File: src/hw/rtl/fra_pkg.sv
// Shared types and constants for the fraction arithmetic and reduction block.
package fra_pkg;

  localparam int OPERAND_WIDTH_DEF = 16;
  localparam int OPCODE_W          = 2;
  localparam int STATUS_W          = 2;
  localparam int NUM_W             = 33;
  localparam int DEN_W             = 31;

  typedef enum logic [OPCODE_W-1:0] {
    OP_ADD = 2'd0,
    OP_SUB = 2'd1,
    OP_MUL = 2'd2,
    OP_DIV = 2'd3
  } opcode_t;

  typedef enum logic [STATUS_W-1:0] {
    ST_OK      = 2'd0,
    ST_UNDEF   = 2'd1,
    ST_INVALID = 2'd2
  } status_t;

endpackage

File: src/hw/rtl/fraction_arith_reduce.sv
// Top level: exact add/sub/mul/div of two signed fractions, reduced by their gcd.
//
// One item at a time. An accepted transfer is checked for zero operands first; a
// rejected item goes straight to the result register. Otherwise three magnitude
// products come out of one registered multiplier, a combine step forms the
// numerator (a second, reversed subtract when |q| > |p|), a binary gcd runs on the
// shared adder/subtractor (one shift or subtract-and-halve per cycle, plus a swap
// step when the smaller value is on top; a swap is always followed by a subtract),
// then the same adder performs two restoring divisions by the gcd, one quotient bit
// per cycle. The gcd loop makes the work per item vary with its operands. A zero
// sum skips the gcd and both divisions. in_stall is high while an item is in work.
// A finished result sits in the output register until its transfer, and a new
// item may already be taken meanwhile.
module fraction_arith_reduce #(
  parameter int OPERAND_WIDTH = fra_pkg::OPERAND_WIDTH_DEF
) (
  input  logic                               clk,
  input  logic                               rst_n,
  input  logic                               in_valid,
  output logic                               in_stall,
  input  logic [fra_pkg::OPCODE_W-1:0]       in_opcode,
  input  logic signed [OPERAND_WIDTH-1:0]    in_a_num,
  input  logic signed [OPERAND_WIDTH-1:0]    in_a_den,
  input  logic signed [OPERAND_WIDTH-1:0]    in_b_num,
  input  logic signed [OPERAND_WIDTH-1:0]    in_b_den,
  output logic                               out_valid,
  input  logic                               out_stall,
  output logic [fra_pkg::STATUS_W-1:0]       out_status,
  output logic signed [fra_pkg::NUM_W-1:0]   out_res_num,
  output logic [fra_pkg::DEN_W-1:0]          out_res_den
);
  import fra_pkg::*;

  localparam int W     = OPERAND_WIDTH;
  localparam int MW    = 2 * W;        // product magnitude
  localparam int PW    = MW + 1;       // numerator magnitude after add
  localparam int UW    = PW + 1;       // shared adder width
  localparam int CNT_W = $clog2(PW);

  typedef enum logic [3:0] {
    S_IDLE,
    S_MUL1,
    S_MUL2,
    S_MUL3,
    S_MULW,
    S_COMB,
    S_COMB2,
    S_GCD_PAIR,
    S_GCD_ODD,
    S_DIV_N,
    S_DIV_D,
    S_FIN
  } state_t;

  state_t           state_r;
  opcode_t          op_r;
  status_t          status_r;
  logic [W-1:0]     an_m_r, ad_m_r, bn_m_r, bd_m_r;
  logic             s_an_r, s_ad_r, s_bn_r, s_bd_r;
  logic [MW-1:0]    pm_r, qm_r, dm_r;
  logic [PW-1:0]    u_r, v_r, n_r, d_r, g_r, rem_r;
  logic [CNT_W-1:0] cnt_r;
  logic             neg_r;

  logic                out_valid_r;
  status_t             out_status_r;
  logic [NUM_W-1:0]    out_num_r;
  logic [DEN_W-1:0]    out_den_r;

  // Input magnitudes and zero checks, taken on the accept edge.
  logic [W-1:0] an_mag, ad_mag, bn_mag, bd_mag;
  logic         an_z, ad_z, bn_z, bd_z;
  logic         chk_undef, chk_invalid;

  assign an_mag = in_a_num[W-1] ? $unsigned(-in_a_num) : $unsigned(in_a_num);
  assign ad_mag = in_a_den[W-1] ? $unsigned(-in_a_den) : $unsigned(in_a_den);
  assign bn_mag = in_b_num[W-1] ? $unsigned(-in_b_num) : $unsigned(in_b_num);
  assign bd_mag = in_b_den[W-1] ? $unsigned(-in_b_den) : $unsigned(in_b_den);
  assign an_z   = (in_a_num == '0);
  assign ad_z   = (in_a_den == '0);
  assign bn_z   = (in_b_num == '0);
  assign bd_z   = (in_b_den == '0);

  // Undefined: divide with a zero first denominator, or both numerators zero.
  assign chk_undef   = ((in_opcode == OP_DIV) && ad_z) || (an_z && bn_z);
  assign chk_invalid = an_z || ad_z || bn_z || bd_z;

  // Signs of the three products.
  logic p_neg, q_neg, d_neg, addsub_op;

  assign p_neg     = s_an_r ^ ((op_r == OP_MUL) ? s_bn_r : s_bd_r);
  assign q_neg     = s_ad_r ^ s_bn_r ^ (op_r == OP_SUB);
  assign d_neg     = s_ad_r ^ ((op_r == OP_DIV) ? s_bn_r : s_bd_r);
  assign addsub_op = (op_r == OP_ADD) || (op_r == OP_SUB);

  // Multiplier operand select: one product issued per cycle, its result registered in fra_mul.
  logic [W-1:0]  mul_a, mul_b;
  logic [MW-1:0] mul_p;

  always_comb begin
    mul_a = an_m_r;
    mul_b = bd_m_r;
    case (state_r)
      S_MUL1: begin
        mul_a = an_m_r;
        mul_b = (op_r == OP_MUL) ? bn_m_r : bd_m_r;
      end
      S_MUL2: begin
        mul_a = ad_m_r;
        mul_b = bn_m_r;
      end
      S_MUL3: begin
        mul_a = ad_m_r;
        mul_b = (op_r == OP_DIV) ? bn_m_r : bd_m_r;
      end
      default: begin
        mul_a = an_m_r;
        mul_b = bd_m_r;
      end
    endcase
  end

  fra_mul #(
    .WIDTH (W)
  ) u_mul (
    .clk    (clk),
    .a      (mul_a),
    .b      (mul_b),
    .prod_r (mul_p)
  );

  // Shared adder operand select.
  logic [UW-1:0] au_a, au_b, au_res;
  logic          au_sub, au_carry;

  always_comb begin
    au_a   = '0;
    au_b   = '0;
    au_sub = 1'b1;
    case (state_r)
      S_COMB: begin
        au_a   = UW'(pm_r);
        au_b   = UW'(qm_r);
        au_sub = (p_neg != q_neg);
      end
      S_COMB2: begin
        au_a = UW'(qm_r);
        au_b = UW'(pm_r);
      end
      S_GCD_ODD: begin
        au_a = UW'(u_r);
        au_b = UW'(v_r);
      end
      S_DIV_N: begin
        au_a = {rem_r, n_r[PW-1]};
        au_b = UW'(g_r);
      end
      S_DIV_D: begin
        au_a = {rem_r, d_r[PW-1]};
        au_b = UW'(g_r);
      end
      default: begin
        au_a   = '0;
        au_b   = '0;
        au_sub = 1'b1;
      end
    endcase
  end

  fra_addsub #(
    .WIDTH (UW)
  ) u_addsub (
    .a     (au_a),
    .b     (au_b),
    .sub   (au_sub),
    .res   (au_res),
    .carry (au_carry)
  );

  // Result formatting: keep the low bits, apply the sign to the numerator.
  logic [PW+NUM_W-1:0] n_ext;
  logic [PW+DEN_W-1:0] d_ext;
  logic [NUM_W-1:0]    num_mag;

  assign n_ext   = {{NUM_W{1'b0}}, n_r};
  assign d_ext   = {{DEN_W{1'b0}}, d_r};
  assign num_mag = n_ext[NUM_W-1:0];

  logic in_xfer, out_free;

  assign in_stall = !rst_n || (state_r != S_IDLE);
  assign in_xfer  = in_valid && !in_stall;
  assign out_free = !out_valid_r || !out_stall;

  always_ff @(posedge clk) begin
    if (!rst_n) begin
      state_r     <= S_IDLE;
      out_valid_r <= 1'b0;
    end else begin
      // drop the result once its transfer completes
      if (out_valid_r && !out_stall) begin
        out_valid_r <= 1'b0;
      end
      case (state_r)
        S_IDLE: begin
          if (in_valid) begin
            op_r   <= opcode_t'(in_opcode);
            an_m_r <= an_mag;
            ad_m_r <= ad_mag;
            bn_m_r <= bn_mag;
            bd_m_r <= bd_mag;
            s_an_r <= in_a_num[W-1];
            s_ad_r <= in_a_den[W-1];
            s_bn_r <= in_b_num[W-1];
            s_bd_r <= in_b_den[W-1];
            if (chk_undef || chk_invalid) begin
              status_r <= chk_undef ? ST_UNDEF : ST_INVALID;
              n_r      <= '0;
              d_r      <= '0;
              neg_r    <= 1'b0;
              state_r  <= S_FIN;
            end else begin
              status_r <= ST_OK;
              state_r  <= S_MUL1;
            end
          end
        end
        S_MUL1: begin
          state_r <= S_MUL2;
        end
        S_MUL2: begin
          pm_r    <= mul_p;
          state_r <= S_MUL3;
        end
        S_MUL3: begin
          qm_r    <= mul_p;
          state_r <= S_MULW;
        end
        S_MULW: begin
          dm_r    <= mul_p;
          state_r <= S_COMB;
        end
        S_COMB: begin
          v_r <= PW'(dm_r);
          if (!addsub_op) begin
            u_r     <= PW'(pm_r);
            neg_r   <= p_neg ^ d_neg;
            state_r <= S_GCD_PAIR;
          end else if ((p_neg == q_neg) || au_carry) begin
            // same signs add; opposite signs with |p| >= |q| subtract
            u_r     <= au_res[PW-1:0];
            neg_r   <= p_neg ^ d_neg;
            state_r <= S_GCD_PAIR;
          end else begin
            neg_r   <= q_neg ^ d_neg;
            state_r <= S_COMB2;
          end
        end
        S_COMB2: begin
          u_r     <= au_res[PW-1:0];
          state_r <= S_GCD_PAIR;
        end
        S_GCD_PAIR: begin
          if (u_r == '0) begin
            // zero result reads 0/1
            n_r     <= '0;
            d_r     <= PW'(1);
            neg_r   <= 1'b0;
            state_r <= S_FIN;
          end else if (!u_r[0] && !v_r[0]) begin
            // strip common factors of two; they are part of the gcd
            u_r <= u_r >> 1;
            v_r <= v_r >> 1;
          end else begin
            n_r     <= u_r;
            d_r     <= v_r;
            state_r <= S_GCD_ODD;
          end
        end
        S_GCD_ODD: begin
          if (u_r == '0 || v_r == '0) begin
            g_r     <= u_r | v_r;
            rem_r   <= '0;
            cnt_r   <= '0;
            state_r <= S_DIV_N;
          end else if (!u_r[0]) begin
            u_r <= u_r >> 1;
          end else if (!v_r[0]) begin
            v_r <= v_r >> 1;
          end else if (au_carry) begin
            // both odd: difference is even, halve it in the same step
            u_r <= au_res[PW:1];
          end else begin
            u_r <= v_r;
            v_r <= u_r;
          end
        end
        S_DIV_N: begin
          rem_r <= au_carry ? au_res[PW-1:0] : au_a[PW-1:0];
          n_r   <= {n_r[PW-2:0], au_carry};
          cnt_r <= cnt_r + 1'b1;
          if (cnt_r == CNT_W'(PW - 1)) begin
            cnt_r   <= '0;
            rem_r   <= '0;
            state_r <= S_DIV_D;
          end
        end
        S_DIV_D: begin
          rem_r <= au_carry ? au_res[PW-1:0] : au_a[PW-1:0];
          d_r   <= {d_r[PW-2:0], au_carry};
          cnt_r <= cnt_r + 1'b1;
          if (cnt_r == CNT_W'(PW - 1)) begin
            cnt_r   <= '0;
            state_r <= S_FIN;
          end
        end
        S_FIN: begin
          // hold until the output register is free
          if (out_free) begin
            out_valid_r  <= 1'b1;
            out_status_r <= status_r;
            out_num_r    <= neg_r ? (~num_mag + 1'b1) : num_mag;
            out_den_r    <= d_ext[DEN_W-1:0];
            state_r      <= S_IDLE;
          end
        end
        default: begin
          state_r <= S_IDLE;
        end
      endcase
    end
  end

  assign out_valid   = out_valid_r;
  assign out_status  = out_status_r;
  assign out_res_num = $signed(out_num_r);
  assign out_res_den = out_den_r;

  // A rejected item carries all-zero result fields.
  a_err_zero: assert property (@(posedge clk) disable iff (!rst_n)
    (out_valid_r && (out_status_r != ST_OK)) |-> (out_num_r == '0 && out_den_r == '0))
    else $error("error status with nonzero result fields");

  // The odd-gcd loop always keeps at least one odd operand.
  a_gcd_odd: assert property (@(posedge clk) disable iff (!rst_n)
    (state_r == S_GCD_ODD) |-> (u_r[0] || v_r[0]))
    else $error("gcd loop lost its odd operand");

  // Restoring division keeps the partial remainder below the divisor.
  a_div_rem: assert property (@(posedge clk) disable iff (!rst_n)
    ((state_r == S_DIV_N) || (state_r == S_DIV_D)) |-> (rem_r < g_r))
    else $error("partial remainder not below gcd");

  // An accepted item closes the input until its result is formed.
  a_busy: assert property (@(posedge clk) disable iff (!rst_n)
    in_xfer |=> in_stall)
    else $error("input reopened right after a transfer");

endmodule

File: src/hw/rtl/fra_mul.sv
// Unsigned magnitude multiplier with a registered product.
module fra_mul #(
  parameter int WIDTH = fra_pkg::OPERAND_WIDTH_DEF
) (
  input  logic               clk,
  input  logic [WIDTH-1:0]   a,
  input  logic [WIDTH-1:0]   b,
  output logic [2*WIDTH-1:0] prod_r
);
  import fra_pkg::*;

  logic [2*WIDTH-1:0] prod_nxt;

  assign prod_nxt = {{WIDTH{1'b0}}, a} * {{WIDTH{1'b0}}, b};

  always_ff @(posedge clk) begin
    prod_r <= prod_nxt;
  end

endmodule

File: src/hw/rtl/fra_addsub.sv
// Shared adder/subtractor with carry out, used by the combine, gcd and divide steps.
module fra_addsub #(
  parameter int WIDTH = 2 * fra_pkg::OPERAND_WIDTH_DEF + 2
) (
  input  logic [WIDTH-1:0] a,
  input  logic [WIDTH-1:0] b,
  input  logic             sub,
  output logic [WIDTH-1:0] res,
  output logic             carry
);
  import fra_pkg::*;

  logic [WIDTH:0] sum;
  logic [WIDTH-1:0] b_eff;

  // carry set on a subtract means no borrow, i.e. a >= b
  assign b_eff = sub ? ~b : b;
  assign sum   = {1'b0, a} + {1'b0, b_eff} + {{WIDTH{1'b0}}, sub};
  assign res   = sum[WIDTH-1:0];
  assign carry = sum[WIDTH];

endmodule

File: config.mk
export PLATFORM = sky130hd
export DESIGN_NAME = fraction_arith_reduce
export DESIGN_NICKNAME = d
export VERILOG_FILES = /design/src/hw/rtl/fra_pkg.sv /design/src/hw/rtl/fraction_arith_reduce.sv /design/src/hw/rtl/fra_mul.sv /design/src/hw/rtl/fra_addsub.sv
export SDC_FILE = /design/constraint.sdc
export NUM_CORES = 2
export LEC_CHECK = 0
export BUFFER_PORTS_ARGS = -buffer_cell sky130_fd_sc_hd__buf_4
export CORE_MARGIN = 10
export CORE_UTILIZATION = 25
export DETAILED_ROUTE_END_ITERATION = 12
export PLACE_DENSITY_LB_ADDON = 0.15
export SETUP_SLACK_MARGIN = 0.2
export SYNTH_ARGS = -nofsm -noshare
export SYNTH_HDL_FRONTEND = slang
export SYNTH_SLANG_ARGS = --single-unit
File: constraint.sdc
create_clock -name clk -period 8.22 [get_ports clk]
set_input_delay 0.822 -clock clk [delete_from_list [all_inputs] [get_ports clk]]
set_output_delay 0.822 -clock clk [all_outputs]
set_load 0.005 [all_outputs]
==> results.cfg <==
[critical_path]
timing.rr.end = u_mul.prod_r[30]
critPathMaxFanout = 8
ff2ff_path_depth = 26
r2r_slack_ns = 0.57
r2r-start = state_r[1]
path_class = reg -> reg
crit_arrival_ns = 8.23
end_kind = flop
required_ns = 8.80
start_kind = flop

[logic_synthesis]
synth_compound_area_share_pct = 13.7
synthMuxAreaShare_pct = 1.39
ys_warn_count = 0
synthAdderAreaFrac_pct = 18.0
avgSynthCellArea_um2 = 10.8
yosysTopAreaCell = edfxtp_1
yosysTopAreaCellShare_pct = 41.6
synth.distinct_cells = 82
synthArstFlopShare_pct = 0
syn-cell-area_um2 = 31700
synthFlopType = edfxtp_1
synth_cells = 2940
synth.net_count = 3349
yosys.area_share.simple_pct = 12.7
ys_seq_elements = 476
synth_xor_xnor_area_share_pct = 5.04
synth_area_leaders = edfxtp_1 42%, fa_1 12%, ha_1 5.7%
yosysSeqAreaShare_pct = 43.9
synth_top_family_by_area = adder cells
synth_edf_count = 439

[grt]
antenna_found_initial = 2
grt_pass1_vias = 24600
grt_usage_pct = 15.2
grt_overflow = 0
grt_pass1_wl_um = 164000
grt_max_degree = 73

[routing]
route.detailed.drc = 0
ant_nets = 0
first_pass_iters = 9
wl_per_cell_um = 22.8
drtIter0Drc = 2100
vias = 23400
via_per_inst = 4.89
wl_um = 109000

[sta]
fin_skew_ns = 0.0335
worst_pin_slew_ns = 1.09
slew_viol_final = 0
setup_viol = 0
finalCritPeriodShare_pct = 93.1
rsz0062_at_grt = yes
timing.fmax_ghz = 0.131
max_slew_margin_pct = 27.0
timing.final.ws_setup_ns = 0.569
layout_min_cycle_time_ns = 7.65
fin_tns_setup_ns = 0
hold_viol_final = 0

[final_layout]
drive_above_1_share_pct = 13.4
diodes = 0
finalNetCount = 3502
area_growth_pct = 16.9

[floorplanning]
num_rows = 130
initial_core_util_pct = 25.2
fp.dieW_um = 376
ioPinCount = 138
core_um2 = 126000
die_height_um = 376
die_area_um2 = 141000

[min_path]
hold_start = in_opcode[0]
min_to = op_r[0]
hold_class = in -> reg
worstHoldPathCells = 1

[run_status]
status = completed

[clocking]
clk_pin_slew_ns = 0.07
cts_tree = done
cts.path.max_buffers = 3
cts.sinks = 476
numCtsBuffers = 56
htreeDepth = 2
cts_root_buf = clkbuf_16
insertion_delay_ns = 0.67

[placement]
gp_congestion = 0.839
io_buffers = 137
dpl.hpwl_um = 79600
pre_cts_ws_ns = 0.213

[run]
max-cap-violations = 0
cell usage in the layout (no fill, tap or decap), drive strengths merged, types with 75 or more instances in the layout:
cell	instances
nor2	194
o21ai	83
fa	195
ha	144
a222oi	91
inv	286
buf	239
a22o	84
clkbuf	75
a21oi	112
edfxtp	439
xnor2	155
nand2	416
how the worst max path moves through the flow:
| stage | from | to | slack, ns | cells past startpoint |
|---|---|---|---|---|
| finish | state_r[1] | u_mul.prod_r[30] | 0.57 | 26 |
| global route | state_r[1] | u_mul.prod_r[30] | 0.18 | 27 |
| CTS | state_r[0] | u_mul.prod_r[30] | 0.31 | 25 |
| detailed placement | state_r[1] | u_mul.prod_r[30] | 0.21 | 26 |
| global placement | state_r[1] | u_mul.prod_r[28] | 0.41 | 27 |
| floorplan | state_r[1] | u_mul.prod_r[28] | 0.20 | 25 |
synth_stat cells (25+ instances only):
library cell / number
xor2_1: 25
nand3_1: 35
clkbuf_1: 119
o21ai_0: 79
nor2_1: 194
nand2_1: 416
a22o_1: 84
inv_1: 283
nand2b_1: 33
ha_1: 144
xnor2_1: 155
fa_1: 195
or2_2: 43
edfxtp_1: 439
nor3_1: 29
dfxtp_1: 37
mux2i_1: 26
a222oi_1: 91
a21o_1: 42
a21oi_1: 111
what timing repair did:
action	4_1_cts	5_1_grt
pin swaps	0	1
resized for setup	2	11
buffers inserted	0	2
hold buffers	0	0
setup endpoints to repair	2	5
metal layers:
layer / global-route usage, % / up-vias / part of all wire, %
met4: 5.19 / 0 / 3.4
met5: 0 / - / 0
met2: 25.7 / 781 / 47
met3: 2.39 / 170 / 5.8
li1: - / 10800 / -
met1: 19.7 / 11700 / 44
area by class of cell:
| class | count | area, µm² |
|---|---|---|
| clock buffer | 74 | 1500 |
| clock inverter | 30 | 274 |
| fill | 13100 | 88700 |
| inverter | 285 | 1070 |
| multi-input combinational | 2034 | 16400 |
| sequential | 476 | 13900 |
| tap | 1650 | 2060 |
| timing repair buffer | 240 | 1860 |
logic make-up after synthesis:
family,count (synthesis)
buffers and inverters,430
adder cells (fa/ha/maj),339
flip-flops,476
AO/OA/AOI/OAI,583
XOR/XNOR,181
AND/OR/NAND/NOR,889
multiplexers,42
state kept, by name, indices dropped and copies added, names as in the netlist, 31 cells and up:
signal and flops:
u_mul.prod_r 32, d_r 33, n_r 33, rem_r 33, pm_r 32, g_r 33
out_res_den 31, dm_r 32, u_r 33, v_r 33, out_res_num 33, qm_r 32
per-stage QoR:
stage | std cells | util, % | area, µm² | hold slack, ns
6_report | 4789 | 29.5 | 37100 | 0.369
4_1_cts | 4787 | 29.4 | 37000 | 0.317
3_3_place_gp | 4683 | 28.0 | 35200 | 0.419
2_1_floorplan | 2940 | - | 31700 | 0.400
5_1_grt | 4789 | 29.5 | 37100 | 0.336
3_5_place_dp | 4683 | 28.0 | 35200 | 0.416
worst max-delay path: stages, from the launching register on:
cell and delay, ns:
dfxtp_1 0.37, nand2b_1 0.20, o21ai_0 0.21, a21oi_2 0.12, nor3_4 0.33, buf_4 0.21, nand3_1 0.09, nand2_1 0.24
nand2_1 0.12, fa_1 0.54, fa_1 0.45, fa_1 0.53, fa_1 0.53, fa_1 0.61, inv_1 0.08, fa_1 0.48
ha_1 0.37, a21o_1 0.22, a21o_1 0.17, a21o_1 0.18, a21o_1 0.21, a2111o_1 0.43, a211oi_2 0.21, o31ai_1 0.18
a21o_1 0.18, a21oi_1 0.17, xnor2_1 0.14
Power is left out: the tool's default activity adds up to more than one toggle a clock period on the data nets, which glitch-free logic cannot reach.
